[config.mk]
export PLATFORM = sky130hd
export DESIGN_NAME = pnz_mul
export DESIGN_NICKNAME = d
export VERILOG_FILES = /design/src/rtl/pnz_mul.sv
export SDC_FILE = /design/constraint.sdc
export NUM_CORES = 2
export LEC_CHECK = 0
export BUFFER_PORTS_ARGS = -buffer_cell sky130_fd_sc_hd__buf_4
export CAP_MARGIN = 15
export CORE_ASPECT_RATIO = 0.9
export CORE_UTILIZATION = 45
export CTS_CLUSTER_DIAMETER = 120
export DETAILED_ROUTE_END_ITERATION = 10
export REMOVE_ABC_BUFFERS = 1
export SYNTH_ARGS = -nofsm -noshare
export SYNTH_HDL_FRONTEND = slang
export SYNTH_SLANG_ARGS = --single-unit
[constraint.sdc]
create_clock -name clk -period 22.1 [get_ports clk]
set_input_delay 4.42 -clock clk [delete_from_list [all_inputs] [get_ports clk]]
set_output_delay 4.42 -clock clk [all_outputs]
set_load 0.05 [all_outputs]
[src/rtl/pnz_mul.sv]
// ----------------------------------------------------------------------------
// pnz_mul
// Shared signed multiplier with a registered product.
// ----------------------------------------------------------------------------
module pnz_mul #(
  parameter int MW = 30
) (
  input  logic                  clk,
  input  logic signed [MW-1:0]  mul_a,
  input  logic signed [MW-1:0]  mul_b,
  output logic signed [2*MW-1:0] prod
);

  always_ff @(posedge clk) begin
    prod <= mul_a * mul_b;
  end

endmodule

* Word level (Yosys, flattened, before mapping)
Cells that the tools add are included.
** Storage, ports and cells
- Output and inout bits :: 60
- Flip-flop bits (word level) :: 60
- Input bits :: 61
- Word-level logic and storage cells :: 2
** Operators by class
- Multiply operators :: 1
** Operators by type and width (number)
- multiplier 30 x 30 -> 60 bit :: 1

* Depth between registers and ports, before layout
- Word-level depth :: 1
- Depth in mapped cells :: 29
- Mapped depth without buffers :: 27

* Worst setup path after synthesis
No wires, ideal clock.
- Kind :: input to register
- Start point :: in mul_b[3]
- End point :: reg prod[59]
- Slack :: 10.651 ns
- Path buffers :: 1
- Setup time :: 0.139 ns
- Arrival :: 11.310 ns
- Stages :: 26
- Data required time :: 21.961 ns
- Cells stage by stage :: clkbuf_1 nand2_1 inv_1 fa_1 inv_1 fa_1 inv_1 fa_1 fa_1 inv_1 fa_1 inv_1 fa_1 inv_1 fa_1 fa_1 inv_1 ha_1 a21oi_1 nor2b_1 o21ai_0 nand2b_1 nor3_1 o311ai_4 a2111oi_2 a311oi_1
** On the way
- Word-level cells in the longest chain between the ends :: 1
** RTL lines
- start, declared :: RTL line 10 : input logic signed [MW-1:0] mul_b,
- multiplier 30 x 30 -> 60 bit :: RTL line 15 : prod <= mul_a * mul_b;
- end signal, assigned :: RTL line 15
- end, declared :: RTL line 11 : output logic signed [2*MW-1:0] prod
Every way passes these cells.

* Worst setup path after layout
- Start point :: in mul_a[29]
- End point :: reg prod[56]
** On the way
- Word-level cells in the longest chain between the ends :: 1
** RTL lines
- start, declared :: RTL line 9 : input logic signed [MW-1:0] mul_a,
- multiplier 30 x 30 -> 60 bit :: RTL line 15
Every way passes these cells.

==> out/summary.txt <==
CTS tree - done
CTS Buf Count - 9
Die footprint - 76,400 µm²
Tmin final - 11.99 ns
Die Y - 262 µm
Via count - 23,300
Hold slack - 4.56 ns
CP bufs+invs - 8
Cells after Synth - 3,647
Sink Count - 60
Max Cap Violations - 0
Crit-path leading delay family - adder cells
DP Worst Slack - 9.62 ns
GRT Residual Overflow - 0
Worst Hold Class - in -> reg
Routed Antenna Nets - 0
Worst EP arrival - 12.32 ns
Row count - 95
Synth Area in Simple Gates - 15.0%
HP Start - mul_a[0]
Largest cells by area after synthesis - fa_1, inv_1, and2_1
CP max stage cell - fa_1
Total Wirelength - 89,200 µm
Synth top area share - 56.6%
Upper clock frequency limit - 83.4 MHz
Synth top cells by count - inv_1, fa_1, nand2_1
Hold buffer count at CTS - 0
Synth unique cells - 66
Clock transition at path regs - 0.06 ns
Top Registers - prod x60
Initial DRC count - 1,373
Final worst path period share - 54.2%
Register area share after synthesis - 3.54%
Yosys top cell by area - fa_1
Setup tns final - 0 ns
Area of the multi-input gates - 28,300 µm²
Required time of the critical path - 22.44 ns
Largest family of logic cells by synthesized area - adder cells
Compound-Gate Fraction of Synth Area - 3.79%
Post-synthesis cell area - 33,900 µm²
RSZ-0062 raised after global routing - false
Initial Utilization - 45.4%
Clk root buf - clkbuf_16
Post-DP HPWL - 69,200 µm
Register bit total from synthesis - 60
DRC - 0
Gr usage total - 25.0%
Largest net degree at the start of global routing - 31
Wire length of the first global-routing pass - 146,000 µm
Crit. End Element - flop
Endpoints failing hold - 0
Startpoint types - input pin
Die X - 291 µm
DR WL/cell - 19.6 µm
Placed Area - 35,300 µm²
Clock buffer depth - 2
Hold endpoint - prod[0]$_DFF_P_
Via density - 5.10
Area growth from synthesis to layout - 5.10%
Synth warn - 0
Slew @ Worst Pin - 0.753 ns
Total Nets Final - 4,781
Most flop-heavy register - prod
Vias in the first global route - 25,500
Adder-cell share of the synthesized area - 63.0%
Slowest cell delay on critical path - 0.88 ns
Synth Area in XOR/XNOR - 1.65%
Core outline area - 74,600 µm²
Setup WS post-layout - 10.11 ns
Async SR Flop Fraction - 0%
Ports - 121
Post-CTS Setup Bufs - 0
Largest register FFs - 60
Drt pass-1 iters - 5
Hold Crit Depth - 2
Resize count post-CTS - 0
Antenna violations before repair - 5
Port Buffers - 120
RD Place Congestion - 0.883
Avg Cell Area, Syn - 9.29 µm²
Post-synthesis mux area share - 0.0295%
Critical Path Most Common Cell - fa_1
Setup violators final - 0
Top-count cell post-synth - inv_1
H-tree depth - 3
Critical path class - in -> reg
Final instance area - 35,600 µm²
Ys flop type - dfxtp_1
Status - finished, final reports clean
Layout cells sized above 1 - 4.48%
Worst slew margin - 49.8%
Fill cell instance count of the final layout - 7,165
Post-synth EDFFs - 0
Crit path max fanout - 30
FF+latch area - 1200 µm²
Slew Limit Fails - 0
[layout make-up]
cell class	instances	share of cell area (%)
Inverter	976	10.3
Clock buffer	12	0.692
Multi-Input combinational cell	2418	79.4
Antenna cell	1	0.00702
Sequential cell	60	3.37
Tap cell	970	3.41
Timing Repair Buffer	123	2.59
Clock inverter	4	0.204
[worst max-delay path by stage]
stage / start / endpoint / slack [ns] / cells past startpoint
after floorplan: mul_b[3] / prod[59]$_DFF_P_ / 10.86 / 25
after global placement: mul_a[29] / prod[59]$_DFF_P_ / 9.68 / 26
after detailed placement: mul_a[29] / prod[56]$_DFF_P_ / 9.62 / 26
after CTS: mul_a[29] / prod[56]$_DFF_P_ / 10.02 / 26
after global routing: mul_a[29] / prod[56]$_DFF_P_ / 9.55 / 26
final: mul_a[29] / prod[56]$_DFF_P_ / 10.11 / 26
[layer usage]
layer  GRT usage, %  vias to the layer above  share of wire [%]
li1               -                    10200                  -
met1           34.5                    12300                 42
met2           41.8                      688                 49
met3           3.32                      106                6.2
met4           5.92                        0                2.3
met5              0                        -                  0
[layout by cell type (no fill, tap or decap), drive strengths merged, types with 12 or more instances in the layout]
| cell | instances |
|---|---|
| dfxtp | 60 |
| xnor2 | 38 |
| xor2 | 26 |
| o21ai | 33 |
| o211ai | 13 |
| nand2 | 497 |
| clkbuf | 12 |
| fa | 958 |
| nor2 | 58 |
| buf | 123 |
| a21oi | 59 |
| nor3 | 16 |
| and2 | 412 |
| inv | 976 |
| ha | 174 |
| a21o | 21 |
[cells by family after synthesis]
kind of cell / after synthesis
buffers and inverters: 1169
AO/OA/AOI/OAI: 186
AND/OR/NAND/NOR: 1035
XOR/XNOR: 64
flip-flops: 60
multiplexers: 1
adder cells (fa/ha/maj): 1132
[through the flow]
stage / util [%] / cells
final: 47.7 / 4564
after global routing: 47.7 / 4563
after CTS: 47.7 / 4563
after detailed placement: 47.3 / 4547
after global placement: 47.3 / 4547
after floorplan: - / 3454
Power is not shown: default switching activity piles up to over one toggle a cycle in this logic, so the estimate is an artifact.
