## config.mk

```make
export PLATFORM = sky130hd
export DESIGN_NAME = pnz_div
export DESIGN_NICKNAME = d
export VERILOG_FILES = /design/src/rtl/pnz_pkg.sv /design/src/rtl/pnz_div.sv
export SDC_FILE = /design/constraint.sdc
export NUM_CORES = 1
export LEC_CHECK = 0
export CELL_PAD_IN_SITES_DETAIL_PLACEMENT = 1
export CELL_PAD_IN_SITES_GLOBAL_PLACEMENT = 1
export CORE_MARGIN = 2
export CORE_UTILIZATION = 45
export DETAILED_ROUTE_END_ITERATION = 10
export DONT_BUFFER_PORTS = 1
export GPL_ROUTABILITY_DRIVEN = 1
export GPL_TIMING_DRIVEN = 0
export PLACE_DENSITY_LB_ADDON = 0.1
export SLEW_MARGIN = 10
export SYNTH_ARGS = -nofsm -noshare
export SYNTH_HDL_FRONTEND = slang
export SYNTH_SLANG_ARGS = --single-unit
export TNS_END_PERCENT = 30
```

## constraint.sdc

```tcl
create_clock -name clk -period 5.08 [get_ports clk]
set_input_delay 0.508 -clock clk [delete_from_list [all_inputs] [get_ports clk]]
set_output_delay 0.508 -clock clk [all_outputs]
set_load 0.05 [all_outputs]
```

## src/rtl/pnz_pkg.sv

```systemverilog
// ----------------------------------------------------------------------------
// pnz_pkg
// Shared types and constants for the fractal Perlin noise block.
// ----------------------------------------------------------------------------
package pnz_pkg;

  localparam int NOISE_W = 16;
  localparam int CFG_W   = 16;

  // Configuration register indexes.
  localparam logic [0:0] REG_OCTAVE_COUNT = 1'b0;
  localparam logic [0:0] REG_PERSISTENCE  = 1'b1;

  // Input beat actions.
  localparam logic ACT_LOAD = 1'b0;
  localparam logic ACT_EVAL = 1'b1;

  localparam logic [NOISE_W-1:0] NOISE_MAX = '1;

  typedef enum logic [4:0] {
    ST_IDLE = 5'b00001,
    ST_OCT  = 5'b00010,
    ST_PREP = 5'b00100,
    ST_DIV  = 5'b01000,
    ST_OUT  = 5'b10000
  } state_t;

endpackage

```

## src/rtl/pnz_div.sv

```systemverilog
// ----------------------------------------------------------------------------
// pnz_div
// Restoring divider, one quotient bit per cycle. The numerator must be
// below the denominator, so the quotient is a pure fraction.
// ----------------------------------------------------------------------------
module pnz_div
  import pnz_pkg::*;
#(
  parameter int DW = 42
) (
  input  logic                 clk,
  input  logic                 rst,
  input  logic                 start,
  input  logic [DW-1:0]        num,
  input  logic [DW-1:0]        den,
  output logic                 done,
  output logic [NOISE_W-1:0]   quot
);

  localparam int CW = $clog2(NOISE_W + 1);

  logic [DW:0]   rem;
  logic [DW:0]   den_r;
  logic [CW-1:0] cnt;
  logic [DW:0]   rem_sh;

  assign rem_sh = {rem[DW-1:0], 1'b0};

  always_ff @(posedge clk) begin
    if (rst) begin
      cnt  <= '0;
      done <= 1'b0;
    end else begin
      done <= !start && (cnt == CW'(1));
      if (start) begin
        cnt   <= CW'(NOISE_W);
        rem   <= {1'b0, num};
        den_r <= {1'b0, den};
      end else if (cnt != '0) begin
        cnt <= cnt - 1'b1;
        if (rem_sh >= den_r) begin
          rem  <= rem_sh - den_r;
          quot <= {quot[NOISE_W-2:0], 1'b1};
        end else begin
          rem  <= rem_sh;
          quot <= {quot[NOISE_W-2:0], 1'b0};
        end
      end
    end
  end

endmodule

```

Word level (Yosys, flattened, before mapping)
Cells that the tools add are included.
- logic and storage cells: 26
- output and inout port bits: 17
- register bits: 106
- order comparisons: 1
- $add $sub $neg: 2
- reductions and logical operators: 8
- equality and inequality tests: 1
- bitwise gates (word level): 2
- multiplexer cells: 6
- operator list (kind ; count):
    $mux 42 ; 3
    $ge 43x42->1 ; 1
    $sub 42x42->42 ; 1
    $mux 5 ; 2
    $eq 5x1->1 const B ; 1
    $reduce_bool 5->1 ; 1
    $sub 5x1->5 const B ; 1
    $reduce_and 2->1 ; 2
    $reduce_and 3->1 ; 1
    $not 1->1 ; 2
    $reduce_bool 2->1 ; 1
    $reduce_or 2->1 ; 1
    $logic_and 1x1->1 ; 1
    $logic_not 1->1 ; 1
    $mux 1 ; 1

Logic depth before layout (Yosys ltp)
Gate-level depths: netlist of run 1.
- depth in word-level cells: 4
- mapped depth: 15
- mapped depth without buffers: 12

Least setup slack after synthesis of run 1
OpenSTA, ideal clock, no wires.
- path kind: input to register
- start point: input start
- end point: register rem[0], enable pin
- stages on the path: 4
- slack: 1.274 ns
- arrival: 3.339 ns
- path through: inv_1 -> clkbuf_1 -> clkbuf_1 -> a31oi_1
- cells in the longest elaborated chain, start to end: 2
- ends and longest elaborated chain (what ; line ; source):
    start, declared ; pnz_div.sv:13 ; input logic start,
    $reduce_bool 2->1 (no line) ; -- ;
    $reduce_and 2->1 (no line) ; -- ;
    end signal, assigned ; pnz_div.sv:37 ; rem <= {1'b0, num};
    end signal, assigned ; pnz_div.sv:42 ; rem <= rem_sh - den_r;
    end signal, assigned ; pnz_div.sv:45 ; rem <= rem_sh;
    end, declared ; pnz_div.sv:22 ; logic [DW:0] rem;
Every way passes these cells.
A chain may end at the register's enable or synchronous reset.

Worst setup path after layout of run 1
- start point: register rem[16]
- end point: register rem[19] (data pin)
- cells in the longest elaborated chain, start to end: 4
- elaborated cells on any way between the ends: 5
- classes of those cells: add/sub: 1; order compare: 1; mux: 3
- ends and longest elaborated chain (what ; line ; source):
    $sub 42x42->42 / $ge 43x42->1 (equally long branches) ; pnz_div.sv:42, pnz_div.sv:41 ;
    $mux 42 (*) ; pnz_div.sv:41 ; if (rem_sh >= den_r) begin
    $mux 42 (*) ; pnz_div.sv:39 ; end else if (cnt != '0) begin
    $mux 42 (*) ; pnz_div.sv:35 ; if (start) begin
Mark *: on every way between the ends. The rest lies on a longest branch, timed or not. The select of a mux whose other input is x is not followed.

==> results.txt, run 1 <==
Seq/Total Area, Yosys - 47.4%
cell area after layout - 7220 um2
worst setup slack after layout - 1.37 ns
CP startpoint - rem[16]
Reg2Reg Depth - 12
final WL - 17800 um
leakage - 2.92 nW
fmax - 270 MHz
share of layout cells above drive strength 1 - 8.52%
syn_area_per_cell - 10.3 um2
Seq cells post-synth - 106
Max-cap violations - 0
RSZ-0062 raised after global routing - no
Residual DRC - 0
first drt pass iteration count - 4
RR Startpoint - rem[16]
routing usage on met1 - 30.1%
period utilization - 73.0%
Syn Nets - 771
Post-CTS Setup Bufs - 0
crit end category - flop
crit-path max FO - 10
Worst Path Required - 5.20 ns
Comb pwr share - 42.6%
Worst-Skew Late Latency - 0.37 ns
GRT Util Overall - 23.5%
VDD IR max - 0.229 mV
synth warn - 0
vias in the first global route - 5269
Synth async-reset ratio - 0%
largest net degree at the start of global routing - 23
clock-pin slew on the worst setup and hold paths - 0.08 ns
first-pass GRT wire length - 28600 um
Chip Width - 125 um
CTS tree - built
Final HPWL DP - 13300 um
CP top delay family - compound AO/OA/AOI/OAI gates
DRT antenna net count - 0
P&R area growth vs syn - 9.63%
CP startpoint kind - flop
setup violators final - 0
CP peak stage delay - 0.46 ns
PwrDens - 469 nW/um2
WHS Path Cells - 1
library cells used by synthesis - 60
post-route setup TNS - 0 ns
Max H-tree Level - 3
Crit. path cell count - 12
Slew @ Worst Pin - 0.903 ns
GR Overflow Total - 0
Fin. Hold Viols - 0
clock network power share - 21.1%
Int Pwr - 2.04 mW
EDFF count, synth - 100
chip height - 125 um
Setup WS pre-CTS - 1.32 ns
reg2reg setup slack - 1.37 ns
sw power - 1.34 mW
min cycle time layout - 3.71 ns
IO Pins - 104
clk sinks - 106
Worst EP arrival - 3.83 ns
WS Path Type - reg -> reg
Slew HR - 39.8%
Root Buffer - clkbuf_16
number of fill cells - 1610
Switching Share - 39.7%
Vias/cell - 5.83
antenna violations before repair - 0
core area - 14400 um2
met3 Track Usage GR - 4.24%
critical-path cell list - ha_1 -> nand2_1 -> nor4_1 -> o21ai_0 -> a31oi_1 -> a21o_1 -> nor3_1 -> a211o_1 -> buf_2 -> nand2_1 -> o21ai_0 -> mux2_2
Reg power frac - 36.3%
clk_skew - 0.0129 ns
Top FF cell, synth - edfxtp_1
status - finished clean
CP bufs+invs - 1
# nets final - 785
maximum clock insertion buffer count - 2
GRT busiest layer - met2
Worst setup endpoint - rem[19]
Hold-fix buffers, CTS - 0
post-layout util - 50.1%
clock buffer count from CTS - 9
area of the die - 15600 um2
wire per inst - 21.2 um
Slowest cell on crit path - a31oi_1
num rows - 44
Synth Instances - 638
initial drt markers - 255
Mapped Area - 6590 um2
met2 Resource Use GR - 39.5%
worst min path class - in -> reg
Initial Util - 45.7%
post_cts resized - 0
Vias - 4909
GPL Wtd Cong - 0.890
r2r endpoint - rem[19]
Max Slew Vio Count - 0
DP Area - 6920 um2
Buffers on Ports - 0
-- synthesized netlist by cell type (11+ instances only) --
master    number  area [um2]
o21a_1        16         120
a21oi_1       53         265
edfxtp_1     100        3000
nand2_1       52         195
o21ai_0       31         155
ha_1          45         563
xnor2_1       23         201
xor2_1        13         114
mux2_2        18         203
a21o_1        30         225
nor2_1        37         139
clkbuf_1      17        63.8
inv_1         57         214
nor3_1        13        65.1
o21ai_1       11        55.1
-- power by group through the flow --
stage / clock, mW / sequential [mW] / combinational (mW)
global route: 0.756 / 1.24 / 1.60
global placement: 0 / 1.25 / 1.37
floorplan: 0 / 1.23 / 1.05
CTS: 0.734 / 1.23 / 1.44
detailed placement: 0 / 1.25 / 1.43
finish: 0.714 / 1.23 / 1.44
-- cell families after synthesis --
logic type | share of synthesized area [%]
xor+xnor | 4.79
buf+inv | 5.26
mux | 4.14
compound gates | 19.0
fa+ha+maj | 8.85
simple gates | 10.6
flops | 47.4
-- registers in the layout (all words and copies together) (netlist names) --
| name | count |
|---|---|
| cnt | 5 |
| den_r | 42 |
| quot | 16 |
| rem | 42 |
| done | 1 |
-- cell usage in the layout, fill, tap and decap left out, types with 8 or more instances in the layout --
master / netlist / layout
clkbuf_1: 17 / 17
edfxtp_1: 100 / 100
nor3_1: 13 / 13
a21o_1: 30 / 30
xor2_1: 13 / 13
xnor2_1: 23 / 23
nand2_1: 52 / 52
nand4_1: 8 / 8
ha_1: 45 / 45
o21a_1: 16 / 16
mux2_2: 18 / 18
inv_1: 57 / 57
clkbuf_16: 0 / 9
nand3_1: 10 / 10
a211oi_1: 9 / 9
o21ai_0: 31 / 31
a21oi_1: 53 / 53
nor2_1: 37 / 36
o21ai_1: 11 / 11
-- layout make-up --
class,instances,area [um2],area share [%]
multi-input combinational,448,3140,43.5
sequential,106,3120,43.3
tap,184,230,3.19
clock buffer,9,225,3.12
inverter,59,221,3.07
buffer,25,125,1.73
timing repair buffer,3,82.6,1.14
clock inverter,7,71.3,0.988
antenna,1,2.50,0.0347
-- routing by layer --
layer  share of wire [%]  vias to the layer above
met5                   0                        -
met4                 2.3                        0
met3                 3.9                       30
met2                  49                      112
met1                  44                     2405
li1                    -                     2362
-- metrics by stage --
step           hold slack [ns]  power [mW]  cells
2_1_floorplan            0.487        2.28    638
3_3_place_gp             0.504        2.62    822
3_5_place_dp             0.528        2.68    825
4_1_cts                  0.193        3.41    841
5_1_grt                  0.187        3.60    841
6_report                 0.202        3.39    842
-- how the worst min path moves through the flow --
| stage | startpoint | endpoint |
|---|---|---|
| after floorplan | cnt[1] | cnt[1] |
| after global placement | cnt[1] | cnt[1] |
| after detailed placement | cnt[1] | cnt[1] |
| after CTS | rst | cnt[4] |
| after global routing | rst | cnt[4] |
| final | rst | cnt[4] |
-- worst reg2reg max path, stage by stage (launching register included) --
cell and delay, ns:
edfxtp_1 0.45, ha_1 0.41, nand2_1 0.12, nor4_1 0.37, o21ai_0 0.22, a31oi_1 0.47
a21o_1 0.26, nor3_1 0.08, a211o_1 0.32, buf_2 0.24, nand2_1 0.11, o21ai_0 0.10
mux2_2 0.30
No activity file was read; power rests on OpenSTA's default activity.
==> run 2: changes to the inputs <==
==> constraint.sdc (replaced) <==
create_clock -name clk -period 3.6 [get_ports clk]
set_input_delay 0.36 -clock clk [delete_from_list [all_inputs] [get_ports clk]]
set_output_delay 0.36 -clock clk [all_outputs]
set_load 0.05 [all_outputs]
==> results.txt, run 2 (synthesis gave the netlist of run 1 again) <==
fmax - 291 MHz (+7.8%)
CP startpoint kind - flop
r2r endpoint - rem[25]
vias in the first global route - 5324 (+1.0%)
leakage - 2.96 nW (+1.5%)
sw power - 1.91 mW (+42%)
Slew HR - 43.5% (+3.7 points)
Int Pwr - 3.01 mW (+47%)
area of the die - 15600 um2 (unchanged)
Chip Width - 125 um (unchanged)
largest net degree at the start of global routing - 23 (unchanged)
worst setup slack after layout - 0.159 ns (-1.21 ns)
clk_skew - 0.0151 ns (+0.00213 ns)
RR Startpoint - den_r[4]
first drt pass iteration count - 4 (unchanged)
most frequent cells in the layout - 100 x edfxtp_1, 57 x inv_1, 53 x a21oi_1, 52 x nand2_1, 39 x ha_1
Reg2Reg Depth - 14 (+2)
Worst EP arrival - 3.51 ns (-0.32 ns)
share of layout cells above drive strength 1 - 11.7% (+3.2 points)
status - finished clean
GR Overflow Total - 0 (unchanged)
met3 wire length - 753 um (+9.3%)
first-pass GRT wire length - 28700 um (+0.29%)
Vias/cell - 5.84 (+0.10%)
period utilization - 95.6% (+23 points)
CP startpoint - den_r[4]
Residual DRC - 0 (unchanged)
number of fill cells - 1565 (-2.8%)
CTS tree - built
critical-path cell list - inv_1 -> ha_2 -> a21o_1 -> a31o_2 -> o211ai_1 -> a31oi_2 -> a21o_1 -> nor3_1 -> a211o_1 -> buf_6 -> buf_6 -> nor2_1 -> a211oi_2 -> a21oi_1
crit-path max FO - 10 (unchanged)
P&R area growth vs syn - 12.0%
commonest non-fill, non-tap cell in the layout - edfxtp_1
Max-cap violations - 0 (unchanged)
Final HPWL DP - 13300 um (+0.17%)
Hold-fix buffers, CTS - 0 (unchanged)
Register Area - 3120 um2 (unchanged)
Worst setup endpoint - rem[25]
PwrDens - 667 nW/um2 (+42%)
Buffers on Ports - 0 (unchanged)
cell area after layout - 7370 um2 (+2.1%)
Switching Share - 38.8% (-0.90 points)
VDD IR max - 0.329 mV (+44%)
wl on met1 - 8000 um (+0.90%)
clock-pin slew on the worst setup and hold paths - 0.07 ns (about the same)
number of diodes - 0 (-1)
wire per inst - 21.4 um (+1.1%)
Root Buffer - clkbuf_16
num rows - 44 (unchanged)
maximum clock insertion buffer count - 2 (unchanged)
hold_ws - 0.0631 ns (-0.139 ns)
Worst-Skew Late Latency - 0.36 ns (about the same)
highest metal used - met4
WS Path Type - reg -> reg
reg2reg setup slack - 0.16 ns (-1.21 ns)
DRT antenna net count - 0 (unchanged)
IO Pins - 104 (unchanged)
clock buffer count from CTS - 9 (unchanged)
Max Slew Vio Count - 0 (unchanged)
Comb pwr share - 43.6% (+1.0 points)
Fin. Hold Viols - 0 (unchanged)
Slew @ Worst Pin - 0.847 ns (-0.0555 ns)
GPL Wtd Cong - 0.887 (-0.33%)
Worst Path Required - 3.67 ns (-1.53 ns)
DP Area - 6910 um2 (-0.18%)
final WL - 18200 um (+1.8%)
multi-input logic area - 3240 um2 (+3.3%)
initial drt markers - 235 (-7.8%)
GRT Util Overall - 23.6% (+0.15 points)
Initial Util - 45.7% (unchanged)
core area - 14400 um2 (unchanged)
chip height - 125 um (unchanged)
Largest regs - den_r x42, rem x42, quot x16
met2 wire length - 9090 um (+3.1%)
CP peak stage delay - 0.42 ns (-0.04 ns)
antenna violations before repair - 0 (unchanged)
clk sinks - 106 (unchanged)
Vias - 4949 (+0.81%)
# nets final - 792 (+0.89%)
Setup WS pre-CTS - -0.134 ns (-1.46 ns)
worst min path class - in -> reg
total power - 4.92 mW (+45%)
crit end category - flop
Max H-tree Level - 3 (unchanged)
Reg power frac - 35.3% (-1.0 points)
clock network power share - 21.1% (about the same)
setup violators final - 0 (unchanged)
Slowest cell on crit path - edfxtp_1
min cycle time layout - 3.44 ns (-0.268 ns)
[run 2: repair_timing]
action,in CTS,in global routing
pin swaps,0,8
resized for setup,6,18
buffers inserted,0,8
setup endpoints to repair,29,42
[run 2: how the worst min path moves through the flow]
stage,slack [ns],endpoint,cells past startpoint,startpoint
after floorplan,0.43,cnt[4],1,rst
after global placement,0.43,cnt[4],1,rst
after detailed placement,0.44,cnt[4],1,rst
after CTS,0.05,cnt[4],1,rst
after global routing,0.05,cnt[4],1,rst
final,0.06,cnt[4],1,rst
[run 2: area by class of cell]
class | instances | share of cell area [%]
Buffer | 24 | 1.70
Clock buffer | 10 | 3.11
Clock inverter | 6 | 1.00
Inverter | 59 | 3.00
Multi-Input combinational cell | 448 | 44.0
Sequential cell | 106 | 42.4
Tap cell | 184 | 3.12
Timing Repair Buffer | 11 | 1.76
[run 2: stage by stage]
step                util [%]  setup TNS (ns)  std cells
floorplan                  -               0        638
global placement        47.3          -50.60        822
detailed placement      47.9          -0.328        825
CTS                     50.2               0        841
global route            51.1          -0.807        848
finish                  51.1               0        848
[run 2: worst max-delay path, delay by kind of cell (launching register included)]
family,cells,cell delay [ns]
compound gates,8,1.68
buf+inv,3,0.43
flops,1,0.42
simple gates,2,0.31
fa+ha+maj,1,0.30
[run 2: power by group through the flow]
stage | clock network (mW) | registers [mW] | logic, mW
after floorplan | 0 | 1.73 | 1.49
after global placement | 0 | 1.76 | 1.93
after detailed placement | 0 | 1.76 | 2.02
after CTS | 1.07 | 1.73 | 2.06
after global routing | 1.10 | 1.76 | 2.37
final | 1.04 | 1.74 | 2.14
[run 2: metal layers]
| layer | vias to the layer above | global-route usage, % |
|---|---|---|
| met2 | 105 | 40.9 |
| li1 | 2379 | - |
| met1 | 2441 | 30.0 |
| met5 | - | 0 |
| met3 | 24 | 4.28 |
| met4 | 0 | 7.78 |
==> run 3: changes to the inputs <==
--- a/config.mk
+++ b/config.mk
@@ -13,7 +13,7 @@
 export DONT_BUFFER_PORTS = 1
 export GPL_ROUTABILITY_DRIVEN = 1
 export GPL_TIMING_DRIVEN = 0
-export PLACE_DENSITY_LB_ADDON = 0.1
+export PLACE_DENSITY = 0.78
 export SLEW_MARGIN = 10
 export SYNTH_ARGS = -nofsm -noshare
 export SYNTH_HDL_FRONTEND = slang
==> results.txt, run 3 (synthesis gave the netlist of run 1 again) <==
Hold-fix buffers, CTS - 0 (unchanged)
area of the die - 15600 um2 (unchanged)
num rows - 44 (unchanged)
GRT Util Overall - 22.8% (-0.80 points)
Worst Path Required - 3.73 ns (+0.06 ns)
post-route setup TNS - 0 ns (unchanged)
leakage - 2.96 nW (about the same)
crit end category - flop
share of layout cells above drive strength 1 - 11.5% (-0.25 points)
Slew @ Worst Pin - 0.852 ns (+0.00439 ns)
Fin. Hold Viols - 0 (unchanged)
Initial Util - 45.7% (unchanged)
clk_skew - 0.0155 ns (+0.000406 ns)
Setup WS pre-CTS - -0.123 ns (+0.0109 ns)
Chip Width - 125 um (unchanged)
wire per inst - 21.2 um (-1.1%)
Largest regs - den_r x42, rem x42, quot x16
multi-input logic area - 3260 um2 (+0.69%)
final WL - 17900 um (-1.5%)
most frequent cells in the layout - 100 x edfxtp_1, 57 x inv_1, 53 x a21oi_1, 52 x nand2_1, 39 x ha_1
VDD IR max - 0.376 mV (+14%)
core area - 14400 um2 (unchanged)
Root Buffer - clkbuf_16
Max H-tree Level - 3 (unchanged)
clk sinks - 106 (unchanged)
maximum clock insertion buffer count - 2 (unchanged)
worst setup slack after layout - 0.138 ns (-0.0218 ns)
status - finished clean
RR Startpoint - rem[0]
Worst EP arrival - 3.59 ns (+0.08 ns)
Register Area - 3120 um2 (unchanged)
first drt pass iteration count - 4 (unchanged)
GR Overflow Total - 0 (unchanged)
Residual DRC - 0 (unchanged)
vias in the first global route - 5262 (-1.2%)
CP startpoint kind - flop
first-pass GRT wire length - 28000 um (-2.4%)
Slew HR - 43.2% (-0.29 points)
GPL Wtd Cong - 0.904 (+2.0%)
Final HPWL DP - 13300 um (-0.58%)
Buffers on Ports - 0 (unchanged)
P&R area growth vs syn - 11.9% (about the same)
DRT antenna net count - 0 (unchanged)
number of diodes - 0 (unchanged)
initial drt markers - 241 (+2.6%)
worst min path class - in -> reg
Max Slew Vio Count - 0 (unchanged)
DP Area - 6890 um2 (-0.33%)
setup violators final - 0 (unchanged)
Worst-Skew Late Latency - 0.37 ns (about the same)
clock buffer count from CTS - 9 (unchanged)
CTS tree - built
Vias - 5003 (+1.1%)
Hold Crit Start - rst
commonest non-fill, non-tap cell in the layout - edfxtp_1
Vias/cell - 5.92 (+1.5%)
number of fill cells - 1590 (+1.6%)
clock-pin slew on the worst setup and hold paths - 0.08 ns (about the same)
antenna violations before repair - 0 (unchanged)
fmax - 289 MHz (-0.63%)
chip height - 125 um (unchanged)
IO Pins - 104 (unchanged)
min cycle time layout - 3.46 ns (+0.0218 ns)
crit-path max FO - 4 (-6)
CP startpoint - rem[0]
Max-cap violations - 0 (unchanged)
PwrDens - 666 nW/um2 (about the same)
cell area after layout - 7370 um2 (about the same)
period utilization - 96.2% (+0.61 points)
# nets final - 789 (-0.38%)
largest net degree at the start of global routing - 24 (+4.3%)
WS Path Type - reg -> reg
## run 3: timing repair
action / 4_1_cts / 5_1_grt
setup endpoints to repair: 40 / 42
setup buffers: 1 / 5
endpoints found under the hold margin: 0 / 0
pin swaps: 1 / 3
gates resized for setup: 3 / 21
## run 3: stage by stage
| step | utilization, % | hold slack, ns | power, mW | std cells |
|---|---|---|---|---|
| after floorplan | - | 0.429 | 3.22 | 638 |
| after global routing | 51.1 | 0.0518 | 5.19 | 845 |
| after CTS | 50.1 | 0.0499 | 4.84 | 841 |
| final | 51.1 | 0.0613 | 4.91 | 845 |
| after detailed placement | 47.7 | 0.445 | 3.75 | 824 |
| after global placement | 47.3 | 0.431 | 3.65 | 822 |
## run 3: routing by layer
layer / part of all wire (%) / global-route usage [%]
met1: 43 / 28.2
met2: 50 / 39.4
met3: 5.1 / 5.65
met4: 2.1 / 7.12
met5: 0 / 0
## run 3: worst max-delay path, stage by stage, from the launching register on
cell and delay (ns):
edfxtp_1 0.45, fa_1 0.48, a21o_1 0.22, a221oi_2 0.37, a2111oi_1 0.17, or2_1 0.32, o21a_1 0.29, a211oi_4 0.28
nor3_1 0.08, o21ai_1 0.18, mux2i_1 0.10, o31a_1 0.28
## run 3: power by group
| part | switching, mW | total (mW) | internal [mW] | leakage, nW |
|---|---|---|---|---|
| Sequential | 0.152 | 1.74 | 1.59 | 0.995 |
| Clock | 0.498 | 1.06 | 0.561 | 0.156 |
| Combinational | 1.26 | 2.11 | 0.845 | 1.81 |
| Total | 1.92 | 4.91 | 2.99 | 2.96 |
## run 3: cell type report
| cell class | instances | area share, % |
|---|---|---|
| buffer | 24 | 1.66 |
| clock buffer | 9 | 3.06 |
| clock inverter | 7 | 1.22 |
| timing repair buffer | 8 | 1.26 |
| multi-input combinational | 448 | 44.3 |
| inverter | 59 | 3.01 |
| tap | 184 | 3.12 |
| sequential | 106 | 42.4 |
## run 3: worst paths after layout
kind,to,slack [ns],depth (start not counted)
hold reg to reg,cnt[1],0.53,2
hold / removal,cnt[0],0.06,1
setup / recovery,rem[40],0.14,11
setup reg to reg,rem[40],0.14,11
